File: src/sv/greedy_min_makespan_path_assigner_top_defines.svh
// Assertion macros for the greedy minimum-makespan path assigner.
// Included by the RTL files that carry concurrent assertions; no other dependencies.
// The assertions are compiled out when SYNTHESIS is defined.
`ifndef GREEDY_MIN_MAKESPAN_PATH_ASSIGNER_TOP_DEFINES_SVH
`define GREEDY_MIN_MAKESPAN_PATH_ASSIGNER_TOP_DEFINES_SVH

`ifndef SYNTHESIS

// A condition that holds at every clock edge outside reset.
`define GMM_ASSERT(lbl, expr, msg) \
    lbl: assert property (@(posedge clk) disable iff (!rst_n) (expr)) else $error(msg);

// A consequence that holds in the same cycle as its cause.
`define GMM_ASSERT_IMPL(lbl, ante, cons, msg) \
    lbl: assert property (@(posedge clk) disable iff (!rst_n) (ante) |-> (cons)) else $error(msg);

// A consequence that holds in the cycle after its cause.
`define GMM_ASSERT_NEXT(lbl, ante, cons, msg) \
    lbl: assert property (@(posedge clk) disable iff (!rst_n) (ante) |=> (cons)) else $error(msg);

`else

`define GMM_ASSERT(lbl, expr, msg)
`define GMM_ASSERT_IMPL(lbl, ante, cons, msg)
`define GMM_ASSERT_NEXT(lbl, ante, cons, msg)

`endif

`endif

File: src/sv/gmm_pkg.sv
// Shared types, constants and helper functions of the path assigner.
// Used by gmm_cell, gmm_ctrl and the top level; depends on nothing.
`default_nettype none

package gmm_pkg;

    // Sizing of the path table.
    localparam int MAX_PATHS = 16;
    localparam int COST_BITS = 12;
    localparam int IDX_W     = (MAX_PATHS > 1) ? $clog2(MAX_PATHS) : 1;

    // Fixed field widths of the stream payload.
    localparam int CNT_W     = 12;
    localparam int PIU_W     = 5;
    localparam int MS_W      = 16;
    localparam int OUT_IDX_W = 4;
    localparam int REQ_W     = 2;

    // Width of cost plus count, one bit above the wider addend.
    localparam int SUM_BASE  = (COST_BITS > CNT_W) ? COST_BITS : CNT_W;
    localparam int SPAN_W    = SUM_BASE + 1;
    localparam int WIDE_W    = (SPAN_W > MS_W) ? SPAN_W : MS_W;

    localparam logic [CNT_W-1:0] CNT_MAX  = '1;
    localparam int               SPAN_MAX = 65535;
    localparam logic [PIU_W-1:0] PIU_RESET = PIU_W'(16);

    typedef logic [COST_BITS-1:0] cost_t;
    typedef logic [CNT_W-1:0]     cnt_t;
    typedef logic [SPAN_W-1:0]    span_t;
    typedef logic [IDX_W-1:0]     idx_t;

    // Request kinds carried in the slave tuser.
    typedef enum logic [REQ_W-1:0] {
        REQ_LOAD   = 2'd0,
        REQ_ASSIGN = 2'd1,
        REQ_CLEAR  = 2'd2,
        REQ_NONE   = 2'd3
    } req_t;

    // Sequencer states.
    typedef enum logic [2:0] {
        ST_IDLE,
        ST_PASS1,
        ST_PASS2,
        ST_UPD,
        ST_RESP
    } state_t;

    // Token that travels down the row of cells, one cell per cycle.
    typedef struct packed {
        logic  valid;
        logic  pass2;
        span_t max1;
        idx_t  idx1;
        span_t max2;
        span_t best;
        idx_t  win;
        logic  found;
        cost_t wcost;
        cnt_t  wcnt;
    } tok_t;

    // Table writes broadcast from the sequencer to every cell.
    typedef struct packed {
        logic             load_en;
        idx_t             load_idx;
        cost_t            load_cost;
        logic             load_reach;
        logic             clear;
        logic             inc_en;
        idx_t             inc_idx;
        logic [PIU_W-1:0] paths_in_use;
    } cell_ctl_t;

    // One more ant, held at the count ceiling.
    function automatic cnt_t bump(input cnt_t c);
        cnt_t r;
        r = (c == CNT_MAX) ? c : c + cnt_t'(1);
        return r;
    endfunction

    // Cost plus count; zero when the cost is zero.
    function automatic span_t span_sum(input cost_t cost, input cnt_t cnt);
        span_t r;
        r = (cost == '0) ? '0 : span_t'(cost) + span_t'(cnt);
        return r;
    endfunction

    // Clamp a span to the width of the makespan field.
    function automatic logic [MS_W-1:0] sat_span(input span_t s);
        logic [WIDE_W-1:0] w;
        logic [MS_W-1:0]   r;
        w = WIDE_W'(s);
        r = (w > WIDE_W'(SPAN_MAX)) ? '1 : MS_W'(w);
        return r;
    endfunction

endpackage

`default_nettype wire

File: src/sv/gmm_cell.sv
// One path entry: cost, reachable mark and ant count, plus one stage of the token row.
// Depends on gmm_pkg for the token and control types.
`default_nettype none

module gmm_cell (
    input  wire logic              clk,
    input  wire logic              rst_n,
    input  wire gmm_pkg::idx_t     cell_idx,
    input  wire gmm_pkg::cell_ctl_t ctl,
    input  wire gmm_pkg::tok_t     tok_in,
    output gmm_pkg::tok_t          tok_out
);

    gmm_pkg::cost_t cost_reg, cost_next;
    logic           reach_reg, reach_next;
    gmm_pkg::cnt_t  cnt_reg, cnt_next;
    gmm_pkg::tok_t  tok_reg, tok_next;

    logic           active;
    gmm_pkg::span_t s_base;
    gmm_pkg::span_t s_trial;
    gmm_pkg::span_t other;
    gmm_pkg::span_t trial;

    // Table writes for this entry.
    always_comb
    begin
        cost_next  = cost_reg;
        reach_next = reach_reg;
        cnt_next   = cnt_reg;
        if (ctl.load_en && (ctl.load_idx == cell_idx))
        begin
            cost_next  = ctl.load_cost;
            reach_next = ctl.load_reach;
        end
        priority if (ctl.clear)
        begin
            cnt_next = '0;
        end
        else if (ctl.inc_en && (ctl.inc_idx == cell_idx))
        begin
            cnt_next = gmm_pkg::bump(cnt_reg);
        end
        else
        begin
            cnt_next = cnt_reg;
        end
    end

    // Spans this entry contributes, now and with one more ant.
    assign active  = (32'(cell_idx) < 32'(ctl.paths_in_use));
    assign s_base  = (cnt_reg == '0) ? '0 : gmm_pkg::span_sum(cost_reg, cnt_reg);
    assign s_trial = gmm_pkg::span_sum(cost_reg, gmm_pkg::bump(cnt_reg));
    assign other   = (tok_in.idx1 == cell_idx) ? tok_in.max2 : tok_in.max1;
    assign trial   = (s_trial > other) ? s_trial : other;

    // Token update: the first pass keeps the two largest spans, the second picks the winner.
    always_comb
    begin
        tok_next = tok_in;
        // Entry zero takes the ant when no entry is reachable, even outside the window.
        if (tok_in.valid && tok_in.pass2 && (cell_idx == '0))
        begin
            tok_next.wcost = cost_reg;
            tok_next.wcnt  = cnt_reg;
        end
        if (tok_in.valid && active)
        begin
            if (!tok_in.pass2)
            begin
                if (s_base > tok_in.max1)
                begin
                    tok_next.max2 = tok_in.max1;
                    tok_next.max1 = s_base;
                    tok_next.idx1 = cell_idx;
                end
                else if (s_base > tok_in.max2)
                begin
                    tok_next.max2 = s_base;
                end
            end
            else
            begin
                if (reach_reg && (!tok_in.found || (trial < tok_in.best)))
                begin
                    tok_next.best  = trial;
                    tok_next.win   = cell_idx;
                    tok_next.found = 1'b1;
                    tok_next.wcost = cost_reg;
                    tok_next.wcnt  = cnt_reg;
                end
            end
        end
    end

    always_ff @(posedge clk or negedge rst_n)
    begin
        if (!rst_n)
        begin
            cost_reg  <= '0;
            reach_reg <= 1'b0;
            cnt_reg   <= '0;
            tok_reg   <= '0;
        end
        else
        begin
            cost_reg  <= cost_next;
            reach_reg <= reach_next;
            cnt_reg   <= cnt_next;
            tok_reg   <= tok_next;
        end
    end

    assign tok_out = tok_reg;

endmodule

`default_nettype wire

File: src/sv/gmm_ctrl.sv
// Sequencer of the path assigner: handshakes, configuration, token launch and result.
// Depends on gmm_pkg and the assertion macros in the defines header.
`default_nettype none

`include "greedy_min_makespan_path_assigner_top_defines.svh"

module gmm_ctrl (
    input  wire logic                 clk,
    input  wire logic                 rst_n,
    // Slave side: tuser = req_type; tdata = path_index, path_cost, path_reachable.
    input  wire logic                 s_tvalid,
    output logic                      s_tready,
    input  wire logic [23:0]          s_tdata,
    input  wire logic [1:0]           s_tuser,
    // Master side: tdata = chosen_path, makespan, new_count; tuser = no_path.
    output logic                      m_tvalid,
    input  wire logic                 m_tready,
    output logic [31:0]               m_tdata,
    output logic                      m_tuser,
    // paths_in_use register.
    input  wire logic                 cfg_we,
    input  wire logic [4:0]           cfg_wdata,
    // Token row and table control.
    output gmm_pkg::tok_t             head,
    input  wire gmm_pkg::tok_t        tail,
    output gmm_pkg::cell_ctl_t        ctl
);

    gmm_pkg::state_t state_reg, state_next;
    logic [gmm_pkg::PIU_W-1:0] piu_reg, piu_next;
    gmm_pkg::tok_t hold_reg, hold_next;

    logic [gmm_pkg::OUT_IDX_W-1:0] res_path_reg, res_path_next;
    logic [gmm_pkg::MS_W-1:0]      res_span_reg, res_span_next;
    gmm_pkg::cnt_t                 res_cnt_reg, res_cnt_next;
    logic                          res_nopath_reg, res_nopath_next;

    logic        out_valid_reg, out_valid_next;
    logic [31:0] out_data_reg, out_data_next;
    logic        out_user_reg, out_user_next;

    logic            accept;
    gmm_pkg::req_t   req;
    logic [3:0]      in_idx;
    logic [11:0]     in_cost;
    logic            in_reach;
    logic            out_space;

    gmm_pkg::span_t  other_win;
    gmm_pkg::cnt_t   new_cnt;
    gmm_pkg::span_t  s_new;
    gmm_pkg::span_t  span_final;

    // Input unpacking.
    assign req      = gmm_pkg::req_t'(s_tuser);
    assign in_idx   = s_tdata[3:0];
    assign in_cost  = s_tdata[15:4];
    assign in_reach = s_tdata[16];
    assign s_tready = (state_reg == gmm_pkg::ST_IDLE);
    assign accept   = s_tvalid && s_tready;
    assign out_space = !out_valid_reg || m_tready;

    // Configuration register.
    assign piu_next = cfg_we ? cfg_wdata : piu_reg;

    // Broadcast table writes.
    always_comb
    begin
        ctl              = '0;
        ctl.load_en      = accept && (req == gmm_pkg::REQ_LOAD) &&
                           (32'(in_idx) < 32'(gmm_pkg::MAX_PATHS));
        ctl.load_idx     = gmm_pkg::idx_t'(in_idx);
        ctl.load_cost    = gmm_pkg::cost_t'(in_cost);
        ctl.load_reach   = in_reach;
        ctl.clear        = accept && (req == gmm_pkg::REQ_CLEAR);
        ctl.inc_en       = (state_reg == gmm_pkg::ST_UPD);
        ctl.inc_idx      = hold_reg.win;
        ctl.paths_in_use = piu_reg;
    end

    // Result of an assign, worked out from the token of the second pass.
    assign other_win  = (hold_reg.idx1 == hold_reg.win) ? hold_reg.max2 : hold_reg.max1;
    assign new_cnt    = gmm_pkg::bump(hold_reg.wcnt);
    assign s_new      = gmm_pkg::span_sum(hold_reg.wcost, new_cnt);
    assign span_final = (piu_reg == '0) ? '0 :
                        ((s_new > other_win) ? s_new : other_win);

    // Next state, token launch and result capture.
    always_comb
    begin
        state_next      = state_reg;
        hold_next       = hold_reg;
        head            = '0;
        res_path_next   = res_path_reg;
        res_span_next   = res_span_reg;
        res_cnt_next    = res_cnt_reg;
        res_nopath_next = res_nopath_reg;
        out_valid_next  = out_valid_reg && !m_tready;
        out_data_next   = out_data_reg;
        out_user_next   = out_user_reg;

        unique case (state_reg)
            gmm_pkg::ST_IDLE:
            begin
                if (accept)
                begin
                    res_path_next   = '0;
                    res_span_next   = '0;
                    res_cnt_next    = '0;
                    res_nopath_next = 1'b0;
                    if (req == gmm_pkg::REQ_ASSIGN)
                    begin
                        head.valid = 1'b1;
                        state_next = gmm_pkg::ST_PASS1;
                    end
                    else
                    begin
                        state_next = gmm_pkg::ST_RESP;
                    end
                end
            end
            gmm_pkg::ST_PASS1:
            begin
                if (tail.valid)
                begin
                    head       = tail;
                    head.pass2 = 1'b1;
                    head.best  = '0;
                    head.win   = '0;
                    head.found = 1'b0;
                    head.wcost = '0;
                    head.wcnt  = '0;
                    state_next = gmm_pkg::ST_PASS2;
                end
            end
            gmm_pkg::ST_PASS2:
            begin
                if (tail.valid)
                begin
                    hold_next  = tail;
                    state_next = gmm_pkg::ST_UPD;
                end
            end
            gmm_pkg::ST_UPD:
            begin
                res_path_next   = gmm_pkg::OUT_IDX_W'(hold_reg.win);
                res_span_next   = gmm_pkg::sat_span(span_final);
                res_cnt_next    = new_cnt;
                res_nopath_next = !hold_reg.found;
                state_next      = gmm_pkg::ST_RESP;
            end
            gmm_pkg::ST_RESP:
            begin
                if (out_space)
                begin
                    out_valid_next = 1'b1;
                    out_data_next  = {res_cnt_reg, res_span_reg, res_path_reg};
                    out_user_next  = res_nopath_reg;
                    state_next     = gmm_pkg::ST_IDLE;
                end
            end
            default:
            begin
                state_next = gmm_pkg::ST_IDLE;
            end
        endcase
    end

    always_ff @(posedge clk or negedge rst_n)
    begin
        if (!rst_n)
        begin
            state_reg     <= gmm_pkg::ST_IDLE;
            piu_reg       <= gmm_pkg::PIU_RESET;
            out_valid_reg <= 1'b0;
        end
        else
        begin
            state_reg     <= state_next;
            piu_reg       <= piu_next;
            out_valid_reg <= out_valid_next;
        end
    end

    // Payload registers.
    always_ff @(posedge clk)
    begin
        hold_reg       <= hold_next;
        res_path_reg   <= res_path_next;
        res_span_reg   <= res_span_next;
        res_cnt_reg    <= res_cnt_next;
        res_nopath_reg <= res_nopath_next;
        out_data_reg   <= out_data_next;
        out_user_reg   <= out_user_next;
    end

    assign m_tvalid = out_valid_reg;
    assign m_tdata  = out_data_reg;
    assign m_tuser  = out_user_reg;

    // No token may come out of the row while nothing is in flight.
    `GMM_ASSERT(a_idle_no_token, !((state_reg == gmm_pkg::ST_IDLE) && tail.valid), "token left the row while idle")
    // With no reachable path the ant must go to entry zero.
    `GMM_ASSERT_IMPL(a_nopath_zero, (state_reg == gmm_pkg::ST_UPD) && !hold_reg.found, hold_reg.win == '0, "no-path assign chose a nonzero entry")
    // An assign always leaves the chosen entry with at least one ant.
    `GMM_ASSERT_NEXT(a_count_nonzero, state_reg == gmm_pkg::ST_UPD, res_cnt_reg != '0, "assign produced a zero count")

endmodule

`default_nettype wire

File: src/sv/greedy_min_makespan_path_assigner_top.sv
// An assign walks the token through the row of path cells twice, one cell a cycle,
// then passes an update state and a response state that waits for output space and
// registers m_tvalid; s_tready stays low until then and rises together with m_tvalid.
// Load, clear and the unused request go straight from idle to the response state.
// Reset (rst_n low, asynchronous) zeroes every cost, reachable mark and count at once
// and sets paths_in_use to 16; no clearing pass follows.
`default_nettype none

module greedy_min_makespan_path_assigner_top (
    input  wire logic        clk,
    input  wire logic        rst_n,
    // Slave side: tuser = req_type[1:0]; tdata = path_index[3:0], path_cost[15:4],
    // path_reachable[16], zero fill above.
    input  wire logic        s_tvalid,
    output logic             s_tready,
    input  wire logic [23:0] s_tdata,
    input  wire logic [1:0]  s_tuser,
    // Master side: tdata = chosen_path[3:0], makespan[19:4], new_count[31:20];
    // tuser = no_path.
    output logic             m_tvalid,
    input  wire logic        m_tready,
    output logic [31:0]      m_tdata,
    output logic             m_tuser,
    // paths_in_use register write.
    input  wire logic        cfg_we,
    input  wire logic [4:0]  cfg_wdata
);

    gmm_pkg::tok_t      chain [0:gmm_pkg::MAX_PATHS];
    gmm_pkg::cell_ctl_t ctl;

    // Sequencer.
    gmm_ctrl u_ctrl (
        .clk       (clk),
        .rst_n     (rst_n),
        .s_tvalid  (s_tvalid),
        .s_tready  (s_tready),
        .s_tdata   (s_tdata),
        .s_tuser   (s_tuser),
        .m_tvalid  (m_tvalid),
        .m_tready  (m_tready),
        .m_tdata   (m_tdata),
        .m_tuser   (m_tuser),
        .cfg_we    (cfg_we),
        .cfg_wdata (cfg_wdata),
        .head      (chain[0]),
        .tail      (chain[gmm_pkg::MAX_PATHS]),
        .ctl       (ctl)
    );

    // Row of path cells, each passing the token to the next.
    for (genvar k = 0; k < gmm_pkg::MAX_PATHS; k++)
    begin : g_cell
        gmm_cell u_cell (
            .clk      (clk),
            .rst_n    (rst_n),
            .cell_idx (gmm_pkg::idx_t'(k)),
            .ctl      (ctl),
            .tok_in   (chain[k]),
            .tok_out  (chain[k+1])
        );
    end

endmodule

`default_nettype wire
File: config.mk
export PLATFORM = sky130hd
export DESIGN_NAME = greedy_min_makespan_path_assigner_top
export DESIGN_NICKNAME = d
export VERILOG_FILES = /design/src/sv/gmm_pkg.sv /design/src/sv/gmm_cell.sv /design/src/sv/gmm_ctrl.sv /design/src/sv/greedy_min_makespan_path_assigner_top.sv
export VERILOG_INCLUDE_DIRS = /design/src /design/src/sv
export SDC_FILE = /design/constraint.sdc
export NUM_CORES = 2
export LEC_CHECK = 0
export BUFFER_PORTS_ARGS = -buffer_cell sky130_fd_sc_hd__clkbuf_2
export CORE_MARGIN = 3
export CORE_UTILIZATION = 53
export CTS_CLUSTER_SIZE = 12
export DETAILED_ROUTE_END_ITERATION = 10
export GPL_ROUTABILITY_DRIVEN = 1
export GPL_TIMING_DRIVEN = 1
export PLACE_DENSITY = 0.71
export SETUP_SLACK_MARGIN = 0.5
export SYNTH_ARGS = -nofsm -noshare
export SYNTH_HDL_FRONTEND = slang
export SYNTH_HIERARCHICAL = 1
export SYNTH_SLANG_ARGS = --single-unit
File: constraint.sdc
create_clock -name clk -period 18.9 [get_ports clk]
set_clock_uncertainty 0.2 [all_clocks]
set_input_delay 3.78 -clock clk [delete_from_list [all_inputs] [get_ports clk]]
set_output_delay 3.78 -clock clk [all_outputs]
set_load 0.01 [all_outputs]
==> results.sh <==
export IMPL_path_max_fanout=27
export IMPL_dieArea_um2=235000
export IMPL_fin_nets=13700
export IMPL_endpoint_kind="register"
export IMPL_insertion_delay_ns=0.84
export IMPL_setup_ws_ns=9.49
export IMPL_area_growth_pct=8.07
export IMPL_grt_pass1_vias=93900
export IMPL_cp_top_family="compound AO/OA/AOI/OAI gates"
export IMPL_grt_pass1_wl_mm=582
export IMPL_start_kind="register"
export IMPL_yosysWarnings=6
export IMPL_gr_total_overflow=0
export IMPL_fin_crit_sh_pct=49.8
export IMPL_drtIter0Drc=9173
export IMPL_cts_resized=0
export IMPL_hold_path_class="reg2reg"
export IMPL_path_common_cell="ha_1"
export IMPL_die_height_um=484
export IMPL_clockBufferDepth=3
export IMPL_grt_usage_pct=32.3
export IMPL_vias=96000
export IMPL_die_width_um=484
export IMPL_synthCells=12300
export IMPL_drv_cap=0
export IMPL_largest_reg_flops=1170
export IMPL_crit_slowest_cell="a31oi_4"
export IMPL_max_slew_margin_pct=15.5
export IMPL_pre_cts_ws_ns=9.73
export IMPL_p_leak_nw=63.4
export IMPL_syn_avg_cell_area_um2=9.89
export IMPL_stdcell_count=15500
export IMPL_required_ns=19.40
export IMPL_grt_start_max_net_pins=158
export IMPL_cts_sinks=1698
export IMPL_pin_count=71
export IMPL_start_util_pct=53.6
export IMPL_finalHoldViolCount=0
export IMPL_antenna_found_initial=22
export IMPL_dp_cells=15100
export IMPL_worst_slew_pin_slew_ns=1.27
export IMPL_wl_per_cell_um=25.2
export IMPL_clk_pin_slew_ns=0.06
export IMPL_rsz0062_at_grt="no"
export IMPL_wirelength_mm=389
export IMPL_drive_gt1_share_pct=12.1
export IMPL_powerDensity_nw_per_um2=60.2
export IMPL_status="complete, no violations"
export IMPL_path_buf_inv=1
export IMPL_cts_buffers=187
export IMPL_post_cts_buffers=0
export IMPL_report_final_slew_viol_count=0
export IMPL_drc=0
export IMPL_htreeDepth=4
export IMPL_dp_hpwl_mm=304
export IMPL_synth_cell_area_um2=121000
export IMPL_fillCellCount=19200
export IMPL_via_per_inst=6.21
export IMPL_critPathMaxStageDelay_ns=0.89
export IMPL_fin_crit_ns=9.41
export IMPL_drt_antenna_violating_nets=0
export IMPL_core_area_um2=226000
export IMPL_cts_hold_fix_buffers=0
export IMPL_vdd_ir_drop_worst_mv=0.0870
export IMPL_worstPathArrival_ns=9.91
export IMPL_portBuffers=60
export IMPL_cts_tree="built"
export IMPL_place_congestion=0.959
export IMPL_finalSetupViolCount=0
export IMPL_rows=174
export IMPL_fmax_mhz=106
export IMPL_cts_root_buf="clkbuf_16"
export IMPL_setup_tns_ns=0
export IMPL_path_class="reg2reg"
export IMPL_first_pass_iters=7
-- power breakdown --
| group | total (mW) | leakage, nW | internal (mW) | switching [mW] |
|---|---|---|---|---|
| Clock | 3.75 | 3.04 | 2.21 | 1.55 |
| Sequential | 3.79 | 21.5 | 3.74 | 0.0441 |
| Combinational | 0.356 | 38.9 | 0.117 | 0.238 |
| Total | 7.89 | 63.4 | 6.06 | 1.83 |
-- placed cells by master (no fill, tap or decap), types with 74 or more instances in the layout --
cell type and n:
a211oi_1 140, a21o_1 247, a21oi_1 568, a2bb2oi_1 92
a31oi_1 114, and2_1 158, and3_1 120, buf_4 129
clkbuf_16 190, conb_1 157, dfrtp_1 1578, edfxtp_1 119
ha_1 1339, inv_1 993, mux2_1 141, mux2_2 693
mux2_4 144, mux2i_1 438, nand2_1 728, nand2b_1 106
nand3_1 327, nand4_1 213, nor2_1 674, nor2b_1 99
nor3_1 211, nor4_1 112, o211ai_1 74, o21a_1 158
o21ai_0 470, o21ai_1 77, or3_1 77, xnor2_1 259
xor2_1 355
-- layer usage --
layer  global-route usage [%]  wire length [um]
met4                     13.7             18100
met2                     50.8            175000
met3                     4.42             26400
met1                     44.7            169000
met5                        0                20
-- path summary, 6_finish.rpt --
kind                                                    start                            end  cells after the start  slack [ns]
worst max-delay path              g_cell[7].u_cell/cnt_reg[1]    g_cell[7].u_cell/tok_out[1]                     28        9.49
worst min-delay path            g_cell[11].u_cell/tok_out[73]  g_cell[12].u_cell/tok_out[73]                      0        0.21
worst max register to register    g_cell[7].u_cell/cnt_reg[1]    g_cell[7].u_cell/tok_out[1]                     28        9.49
worst min register to register  g_cell[11].u_cell/tok_out[73]  g_cell[12].u_cell/tok_out[73]                      0        0.21
max in group asynchronous                               rst_n   g_cell[4].u_cell/tok_out[43]                      4       12.44
min in group asynchronous                               rst_n  g_cell[10].u_cell/tok_out[48]                      1        2.68
-- metrics by stage --
stage / hold slack [ns] / cell area (um^2) / utilization, % / total power, mW
floorplan: 0.159 / 122000 / - / 4.02
global placement: 0.200 / 125000 / 55.1 / 4.19
detailed placement: 0.198 / 125000 / 55.1 / 4.20
CTS: 0.213 / 131000 / 57.9 / 7.95
global route: 0.221 / 131000 / 57.9 / 8.14
finish: 0.205 / 131000 / 57.9 / 7.89
-- final cells by class --
cell class                 instances  area (um^2)  area share [%]
sequential                      1698        43100            32.9
timing repair buffer             192         1340            1.03
inverter                         995         3730            2.85
antenna                           17         42.5          0.0325
multi-input combinational       9230        72800            55.6
tap                             2992         3740            2.86
clock buffer                     266         5310            4.05
clock inverter                    64          967           0.738
Note: power is estimated with default switching activity, not from simulation.
